**src/pcss_pkg.sv**
```systemverilog
// pcss_pkg: shared types and constants for the priority color source select block
// used by every module under src

package pcss_pkg;

    localparam int DEF_LEVELS   = 4;
    localparam int TIMEOUT_REGS = 4;
    localparam int TO_IDX_W     = 2;
    localparam int APB_AW       = 4;
    localparam int APB_DW       = 32;
    localparam int COLOR_W      = 32;
    localparam int TIME_W       = 32;
    localparam int BYTE_W       = 8;
    localparam int LVL_OUT_W    = 2;

    typedef enum logic [1:0] {
        ST_IDLE,
        ST_SCAN,
        ST_DONE
    } t_state;

    // one finished selection waiting for the output register
    typedef struct packed {
        logic [COLOR_W-1:0]   color;
        logic [LVL_OUT_W-1:0] level;
        logic                 shown;
    } t_result;

endpackage

```
**src/pcss_cfg.sv**
```systemverilog
// pcss_cfg: APB register file holding the per-level timeouts
// depends on pcss_pkg

module pcss_cfg
    import pcss_pkg::*;
(
    input  logic                    i_clk,
    input  logic                    i_rst_n,
    input  logic                    psel,
    input  logic                    penable,
    input  logic                    pwrite,
    input  logic [APB_AW-1:0]       paddr,
    input  logic [APB_DW-1:0]       pwdata,
    output logic [APB_DW-1:0]       prdata,
    output logic                    pready,
    input  logic [TO_IDX_W-1:0]     i_rd_idx,
    output logic [TIME_W-1:0]       o_timeout
);

    logic [TIME_W-1:0] r_timeout [TIMEOUT_REGS];
    logic [TO_IDX_W-1:0] reg_idx;

    assign reg_idx = paddr[TO_IDX_W+1:2];
    assign pready  = 1'b1;

    always_ff @(posedge i_clk) begin
        if (!i_rst_n) begin
            for (int k = 0; k < TIMEOUT_REGS; k++) begin
                r_timeout[k] <= '0;
            end
        end else if (psel && penable && pwrite) begin
            r_timeout[reg_idx] <= pwdata;
        end
    end

    assign prdata    = r_timeout[reg_idx];
    assign o_timeout = r_timeout[i_rd_idx];

endmodule

```
**src/pcss_store.sv**
```systemverilog
// pcss_store: per-level color, write time and written flag
// depends on pcss_pkg

module pcss_store
    import pcss_pkg::*;
#(
    parameter int LEVELS = DEF_LEVELS,
    parameter int LVL_W  = (LEVELS > 1) ? $clog2(LEVELS) : 1
) (
    input  logic               i_clk,
    input  logic               i_rst_n,
    input  logic               i_wr_en,
    input  logic [LVL_W-1:0]   i_wr_idx,
    input  logic [COLOR_W-1:0] i_wr_color,
    input  logic [TIME_W-1:0]  i_wr_time,
    input  logic [LVL_W-1:0]   i_rd_idx,
    output logic [COLOR_W-1:0] o_rd_color,
    output logic [TIME_W-1:0]  o_rd_time,
    output logic               o_rd_written
);

    logic [COLOR_W-1:0] r_color   [LEVELS];
    logic [TIME_W-1:0]  r_time    [LEVELS];
    logic [LEVELS-1:0]  r_written;

    always_ff @(posedge i_clk) begin
        if (i_wr_en) begin
            r_color[i_wr_idx] <= i_wr_color;
            r_time[i_wr_idx]  <= i_wr_time;
        end
    end

    always_ff @(posedge i_clk) begin
        if (!i_rst_n) begin
            r_written <= '0;
        end else if (i_wr_en) begin
            r_written[i_wr_idx] <= 1'b1;
        end
    end

    assign o_rd_color   = r_color[i_rd_idx];
    assign o_rd_time    = r_time[i_rd_idx];
    assign o_rd_written = r_written[i_rd_idx];

endmodule

```
**src/pcss_expiry_unit.sv**
```systemverilog
// pcss_expiry_unit: shared elapsed-time subtract and timeout compare
// depends on pcss_pkg

module pcss_expiry_unit
    import pcss_pkg::*;
(
    input  logic              i_written,
    input  logic [TIME_W-1:0] i_now,
    input  logic [TIME_W-1:0] i_wr_time,
    input  logic [TIME_W-1:0] i_timeout,
    output logic              o_active
);

    logic [TIME_W-1:0] elapsed;

    // wrapping subtraction modulo 2^32
    assign elapsed  = i_now - i_wr_time;
    assign o_active = i_written && ((i_timeout == '0) || (elapsed <= i_timeout));

endmodule

```
**src/priority_color_source_select_core.sv**
```systemverilog
// a transaction runs from ST_IDLE through ST_SCAN and ST_DONE into the output register; one shared
// expiry unit checks one level per cycle, stopping at the first active level.
// one input transaction per scan: the next one is accepted only once the core is back in ST_IDLE.
// the output register lets the next transaction start while a result waits.
// reset (synchronous, active low) clears timeouts, written flags, the sequencer state and the output valid flag.
// depends on pcss_pkg, pcss_cfg, pcss_store, pcss_expiry_unit

module priority_color_source_select_core
    import pcss_pkg::*;
#(
    parameter int LEVELS = DEF_LEVELS
) (
    input  logic                  i_clk,
    input  logic                  i_rst_n,
    input  logic                  psel,
    input  logic                  penable,
    input  logic                  pwrite,
    input  logic [APB_AW-1:0]     paddr,
    input  logic [APB_DW-1:0]     pwdata,
    output logic [APB_DW-1:0]     prdata,
    output logic                  pready,
    input  logic                  i_valid,
    output logic                  o_stall,
    input  logic [LVL_OUT_W-1:0]  i_level,
    input  logic [BYTE_W-1:0]     i_red_in,
    input  logic [BYTE_W-1:0]     i_green_in,
    input  logic [BYTE_W-1:0]     i_blue_in,
    input  logic [BYTE_W-1:0]     i_white_in,
    input  logic [TIME_W-1:0]     i_now_ms,
    output logic                  o_valid,
    input  logic                  i_stall,
    output logic [BYTE_W-1:0]     o_red_out,
    output logic [BYTE_W-1:0]     o_green_out,
    output logic [BYTE_W-1:0]     o_blue_out,
    output logic [BYTE_W-1:0]     o_white_out,
    output logic [LVL_OUT_W-1:0]  o_winning_level,
    output logic                  o_shown
);

    localparam int LVL_W = (LEVELS > 1) ? $clog2(LEVELS) : 1;
    localparam int EXT_W = LVL_W + LVL_OUT_W;

    t_state  r_state, n_state;
    logic    [LVL_W-1:0]  r_idx, n_idx;
    logic    [TIME_W-1:0] r_now;
    t_result r_res, n_res;
    t_result r_out;
    logic    r_out_valid;

    logic              accept;
    logic [EXT_W-1:0]  lvl_ext;
    logic              wr_en;
    logic [EXT_W-1:0]  idx_ext;
    logic [COLOR_W-1:0] rd_color;
    logic [TIME_W-1:0] rd_time;
    logic              rd_written;
    logic [TIME_W-1:0] cfg_timeout;
    logic [TIME_W-1:0] timeout;
    logic              active;
    logic              last_idx;
    logic              scan_end;
    logic              out_free;
    logic              out_load;

    assign accept   = i_valid && !o_stall;
    assign lvl_ext  = EXT_W'(i_level);
    assign wr_en    = accept && (lvl_ext < EXT_W'(LEVELS));
    assign idx_ext  = EXT_W'(r_idx);
    assign last_idx = (r_idx == LVL_W'(LEVELS - 1));
    assign out_free = !r_out_valid || !i_stall;

    pcss_cfg u_cfg (
        .i_clk     (i_clk),
        .i_rst_n   (i_rst_n),
        .psel      (psel),
        .penable   (penable),
        .pwrite    (pwrite),
        .paddr     (paddr),
        .pwdata    (pwdata),
        .prdata    (prdata),
        .pready    (pready),
        .i_rd_idx  (idx_ext[TO_IDX_W-1:0]),
        .o_timeout (cfg_timeout)
    );

    pcss_store #(
        .LEVELS (LEVELS),
        .LVL_W  (LVL_W)
    ) u_store (
        .i_clk        (i_clk),
        .i_rst_n      (i_rst_n),
        .i_wr_en      (wr_en),
        .i_wr_idx     (lvl_ext[LVL_W-1:0]),
        .i_wr_color   ({i_white_in, i_blue_in, i_green_in, i_red_in}),
        .i_wr_time    (i_now_ms),
        .i_rd_idx     (r_idx),
        .o_rd_color   (rd_color),
        .o_rd_time    (rd_time),
        .o_rd_written (rd_written)
    );

    // levels without a timeout register never expire
    assign timeout = (idx_ext < EXT_W'(TIMEOUT_REGS)) ? cfg_timeout : '0;

    pcss_expiry_unit u_unit (
        .i_written (rd_written),
        .i_now     (r_now),
        .i_wr_time (rd_time),
        .i_timeout (timeout),
        .o_active  (active)
    );

    assign scan_end = (r_state == ST_SCAN) && (active || last_idx);

    // next state
    always_comb begin
        n_state = r_state;
        case (r_state)
            ST_IDLE: begin
                if (accept) n_state = ST_SCAN;
            end
            ST_SCAN: begin
                if (scan_end) n_state = ST_DONE;
            end
            ST_DONE: begin
                if (out_free) n_state = ST_IDLE;
            end
            default: n_state = ST_IDLE;
        endcase
    end

    // sequencer outputs
    always_comb begin
        n_idx    = r_idx;
        n_res    = r_res;
        out_load = 1'b0;
        o_stall  = 1'b1;
        case (r_state)
            ST_IDLE: begin
                o_stall = 1'b0;
                n_idx   = '0;
            end
            ST_SCAN: begin
                if (scan_end) begin
                    n_res.shown = active;
                    n_res.color = active ? rd_color : '0;
                    n_res.level = active ? idx_ext[LVL_OUT_W-1:0] : '0;
                end else begin
                    n_idx = r_idx + 1'b1;
                end
            end
            ST_DONE: begin
                out_load = out_free;
            end
            default: ;
        endcase
    end

    always_ff @(posedge i_clk) begin
        if (!i_rst_n) begin
            r_state     <= ST_IDLE;
            r_out_valid <= 1'b0;
        end else begin
            r_state <= n_state;
            if (out_load) begin
                r_out_valid <= 1'b1;
            end else if (!i_stall) begin
                r_out_valid <= 1'b0;
            end
        end
    end

    always_ff @(posedge i_clk) begin
        r_idx <= n_idx;
        r_res <= n_res;
        if (accept) begin
            r_now <= i_now_ms;
        end
        if (out_load) begin
            r_out <= r_res;
        end
    end

    assign o_valid         = r_out_valid;
    assign o_red_out       = r_out.color[BYTE_W-1:0];
    assign o_green_out     = r_out.color[2*BYTE_W-1:BYTE_W];
    assign o_blue_out      = r_out.color[3*BYTE_W-1:2*BYTE_W];
    assign o_white_out     = r_out.color[4*BYTE_W-1:3*BYTE_W];
    assign o_winning_level = r_out.level;
    assign o_shown         = r_out.shown;

endmodule

```
**config.mk**
```make
export PLATFORM = sky130hd
export DESIGN_NAME = priority_color_source_select_core
export DESIGN_NICKNAME = d
export VERILOG_FILES = /design/src/pcss_pkg.sv /design/src/pcss_cfg.sv /design/src/pcss_store.sv /design/src/pcss_expiry_unit.sv /design/src/priority_color_source_select_core.sv
export SDC_FILE = /design/constraint.sdc
export NUM_CORES = 1
export LEC_CHECK = 0
export BUFFER_PORTS_ARGS = -buffer_cell sky130_fd_sc_hd__buf_2
export CORE_MARGIN = 3
export CORE_UTILIZATION = 40
export CTS_CLUSTER_SIZE = 30
export DETAILED_ROUTE_END_ITERATION = 16
export MAX_ROUTING_LAYER = met4
export PLACE_DENSITY = 0.64
export SLEW_MARGIN = 20
export SYNTH_ARGS = -nofsm -noshare
export SYNTH_HDL_FRONTEND = slang
export SYNTH_HIERARCHICAL = 1
export SYNTH_SLANG_ARGS = --single-unit
```
**constraint.sdc**
```tcl
create_clock -name i_clk -period 10.5 [get_ports i_clk]
set_input_delay 1.05 -clock i_clk [delete_from_list [all_inputs] [get_ports i_clk]]
set_output_delay 1.05 -clock i_clk [all_outputs]
set_load 0.02 [all_outputs]
```
==> impl_metrics.yaml <==
critical_path:
  crit_type: "reg -> reg"
  path_cells: "buf_12 > mux4_2 > inv_1 > ha_1 > nand2_1 > or2_1 > and3_1 > o31ai_1 > mux2_2 > a311oi_1 > ha_1 > nand4_1 > nor4_1 > nand3_1 > o21ai_0 > nand2_1 > o31ai_4 > buf_4 > nor2_2 > nor2_4 > buf_4"
  cp.arrival_ps: 7440
  required_ps: 10720
  crit_slowest_cell: "edfxtp_1"
  worstRegToRegCells: 21
  slowest_delay_ps: 1040
  cp-end-kind: "flip-flop"
  rrSetupSlack_ps: 3280
  cp_num_buf_inv: 4
  r2r-start: "r_idx[1]"
  rr_endpoint: "r_res[2]"
  path_delay_family: "simple AND/OR/NAND/NOR gates"
  critical_path.startpoint_type: "flip-flop"
  path_max_fanout: 59
sta:
  setup_viol: 0
  min_period_over_period: 0.6875
  slew_violations: 0
  skew_ps: 45.92
  fmax_mhz: 138.5
  slew_headroom: 0.3019
  worstMarginPinSlew_ps: 1047
  fin_setup_tns_ps: 0
  worst_slack_ps: 3281
  fin_crit_ps: 7219
  grt_setup_unrepaired: "no"
  finalHoldViolCount: 0
yosys:
  synth_area_leader_cell: "edfxtp_1"
  syn_area_sq_um: 22760
  synth_edf_count: 488
  synth_commonest_cells: "edfxtp_1 (488), mux4_2 (126), inv_1 (102)"
  synth_area_leaders: "edfxtp_1 (64%), mux4_2 (12%), ha_1 (3.5%)"
  synth.most_common_cell: "edfxtp_1"
  synth_fp_nets: 1518
  synth_cells: 1344
  ys.flop_type: "edfxtp_1"
  post-synth-top-area-fraction: 0.6439
  synth_cell_types: 75
  async_reset_ff_frac: 0
  synth-seq-cells: 495
  yosysSeqAreaShare: 0.6500
  avgSynthCellArea_sq_um: 16.93
  synth_warnings: 6
global_route:
  grt_pass1_wl_um: 76700
  grt_max_degree: 72
  grt.overflow.total: 0
  antenna_found_initial: 9
  grtUsageTotal: 0.1730
  grt_pass1_vias: 12780
power_and_ir_drop:
  powerDensity_nw_per_um2: 237.5
  ir_worst_vdd_mv: 0.1599
  p_leak_nw: 8.979
die:
  die_y_um: 244.5
  fp.dieW_um: 244.5
  design.portCount: 179
  core_sq_um: 55740
  row_count: 86
  initial_core_util: 0.4083
  dieArea_sq_um: 59800
place:
  pre_cts_ws_ps: 3248
  io_buffers: 175
  place_congestion: 0.8753
  dp_hpwl_um: 32510
  dp_cells: 2229
route:
  drtIter0Drc: 894
  firstDrtPassIters: 5
  final_antenna_net_count: 0
  remaining_drc_errors: 0
  viasPerCell: 5.264
  vias: 12290
  routed_wl_um: 50280
  wire_per_inst_um: 21.54
worst_hold_path:
  min_to: "o_red_out[3]"
  holdPathStages: 0
  hp-class: "reg -> reg"
  min-delay-start: "r_res[6]"
job:
  drv_cap: 0
run_status:
  status: "finished clean"
cells_and_area:
  fin_nets: 1710
  fin_cells: 2334
  syn_to_final_growth_pct: 13.91
  drive_gt1_frac: 0.3247
clocking:
  cts_buffers: 53
  postCtsSetupBuffers: 0
  htreeDepth: 2
  path_clk_slew_ps: 60
  tritoncts: "built"
  root_buffer: "clkbuf_16"
  clock_path_buffers: 3
  clock_sinks: 495
  hold_buffers: 0
  cts-resized-gates: 0
  insertion_delay_ps: 600
==> logic make-up after synthesis <==
family / synth area share
other: 0.0001648
multiplexers: 0.1300
adder cells (fa/ha/maj): 0.03606
AO/OA/AOI/OAI: 0.04123
AND/OR/NAND/NOR: 0.08873
XOR/XNOR: 0.01001
buffers and inverters: 0.04382
flip-flops: 0.6500
==> flip-flops by register name, summed over array words and instances (netlist names), 4 cells and up <==
register	cells
o_red_out	8
r_res	35
o_green_out	8
u_store/r_color	128
u_store/r_time	128
o_blue_out	8
o_white_out	8
u_cfg/r_timeout	128
r_now	32
u_store/r_written	4
==> worst max path at each step <==
stage                     startpoint               endpoint  cells past startpoint
after global placement      r_idx[0]              r_res[31]                     22
after global routing        r_idx[1]              r_res[25]                     21
final                       r_idx[1]               r_res[2]                     21
after floorplan              i_valid  u_store/r_color[0][0]                      3
after detailed placement    r_idx[1]              r_res[33]                     21
after CTS                   r_idx[1]              r_res[26]                     21
==> power by group <==
| part | total, mW | switching (mW) | internal, mW |
|---|---|---|---|
| registers | 2.34 | 0.0468 | 2.29 |
| logic | 2.03 | 1.19 | 0.844 |
| clock network | 1.78 | 0.753 | 1.03 |
==> per-layer routing <==
metal / track usage / up-vias / part of all wire / wire length [um]
li1: - / 5677 / - / -
met2: 0.2852 / 278 / 0.50 / 25230
met3: 0.03015 / 55 / 0.047 / 2381
met5: - / - / 0 / 0
met4: 0.04220 / 0 / 0.017 / 859
met1: 0.2251 / 6277 / 0.43 / 21810
==> layout by cell type, fill, tap and decap left out, types with 38 or more instances in the layout <==
cell type	n
buf_2	175
clkbuf_16	53
nor2_1	63
nand2_1	38
mux4_2	126
nor3_2	69
a21oi_1	47
ha_1	64
edfxtp_1	488
inv_1	102
==> final cells by class <==
cell class / count / area [sq um]
tap: 748 / 935.9
timing repair buffer: 200 / 1076
fill: 4828 / 29810
inverter: 102 / 382.9
multi-input combinational: 684 / 7041
clock buffer: 64 / 1368
sequential: 495 / 14790
clock inverter: 32 / 305.3
antenna: 9 / 22.52
==> metrics by stage <==
step                utilization  total power [mW]  area, sq um  hold WS (ps)
floorplan                     -             3.921        22760         400.3
global placement         0.4347             4.382        24230         400.9
detailed placement       0.4347             4.425        24230         404.5
CTS                      0.4647             6.233        25900         419.8
global route             0.4651             6.510        25920         429.1
finish                   0.4651             6.158        25920         416.2
Power figures use the tool's default switching activity.
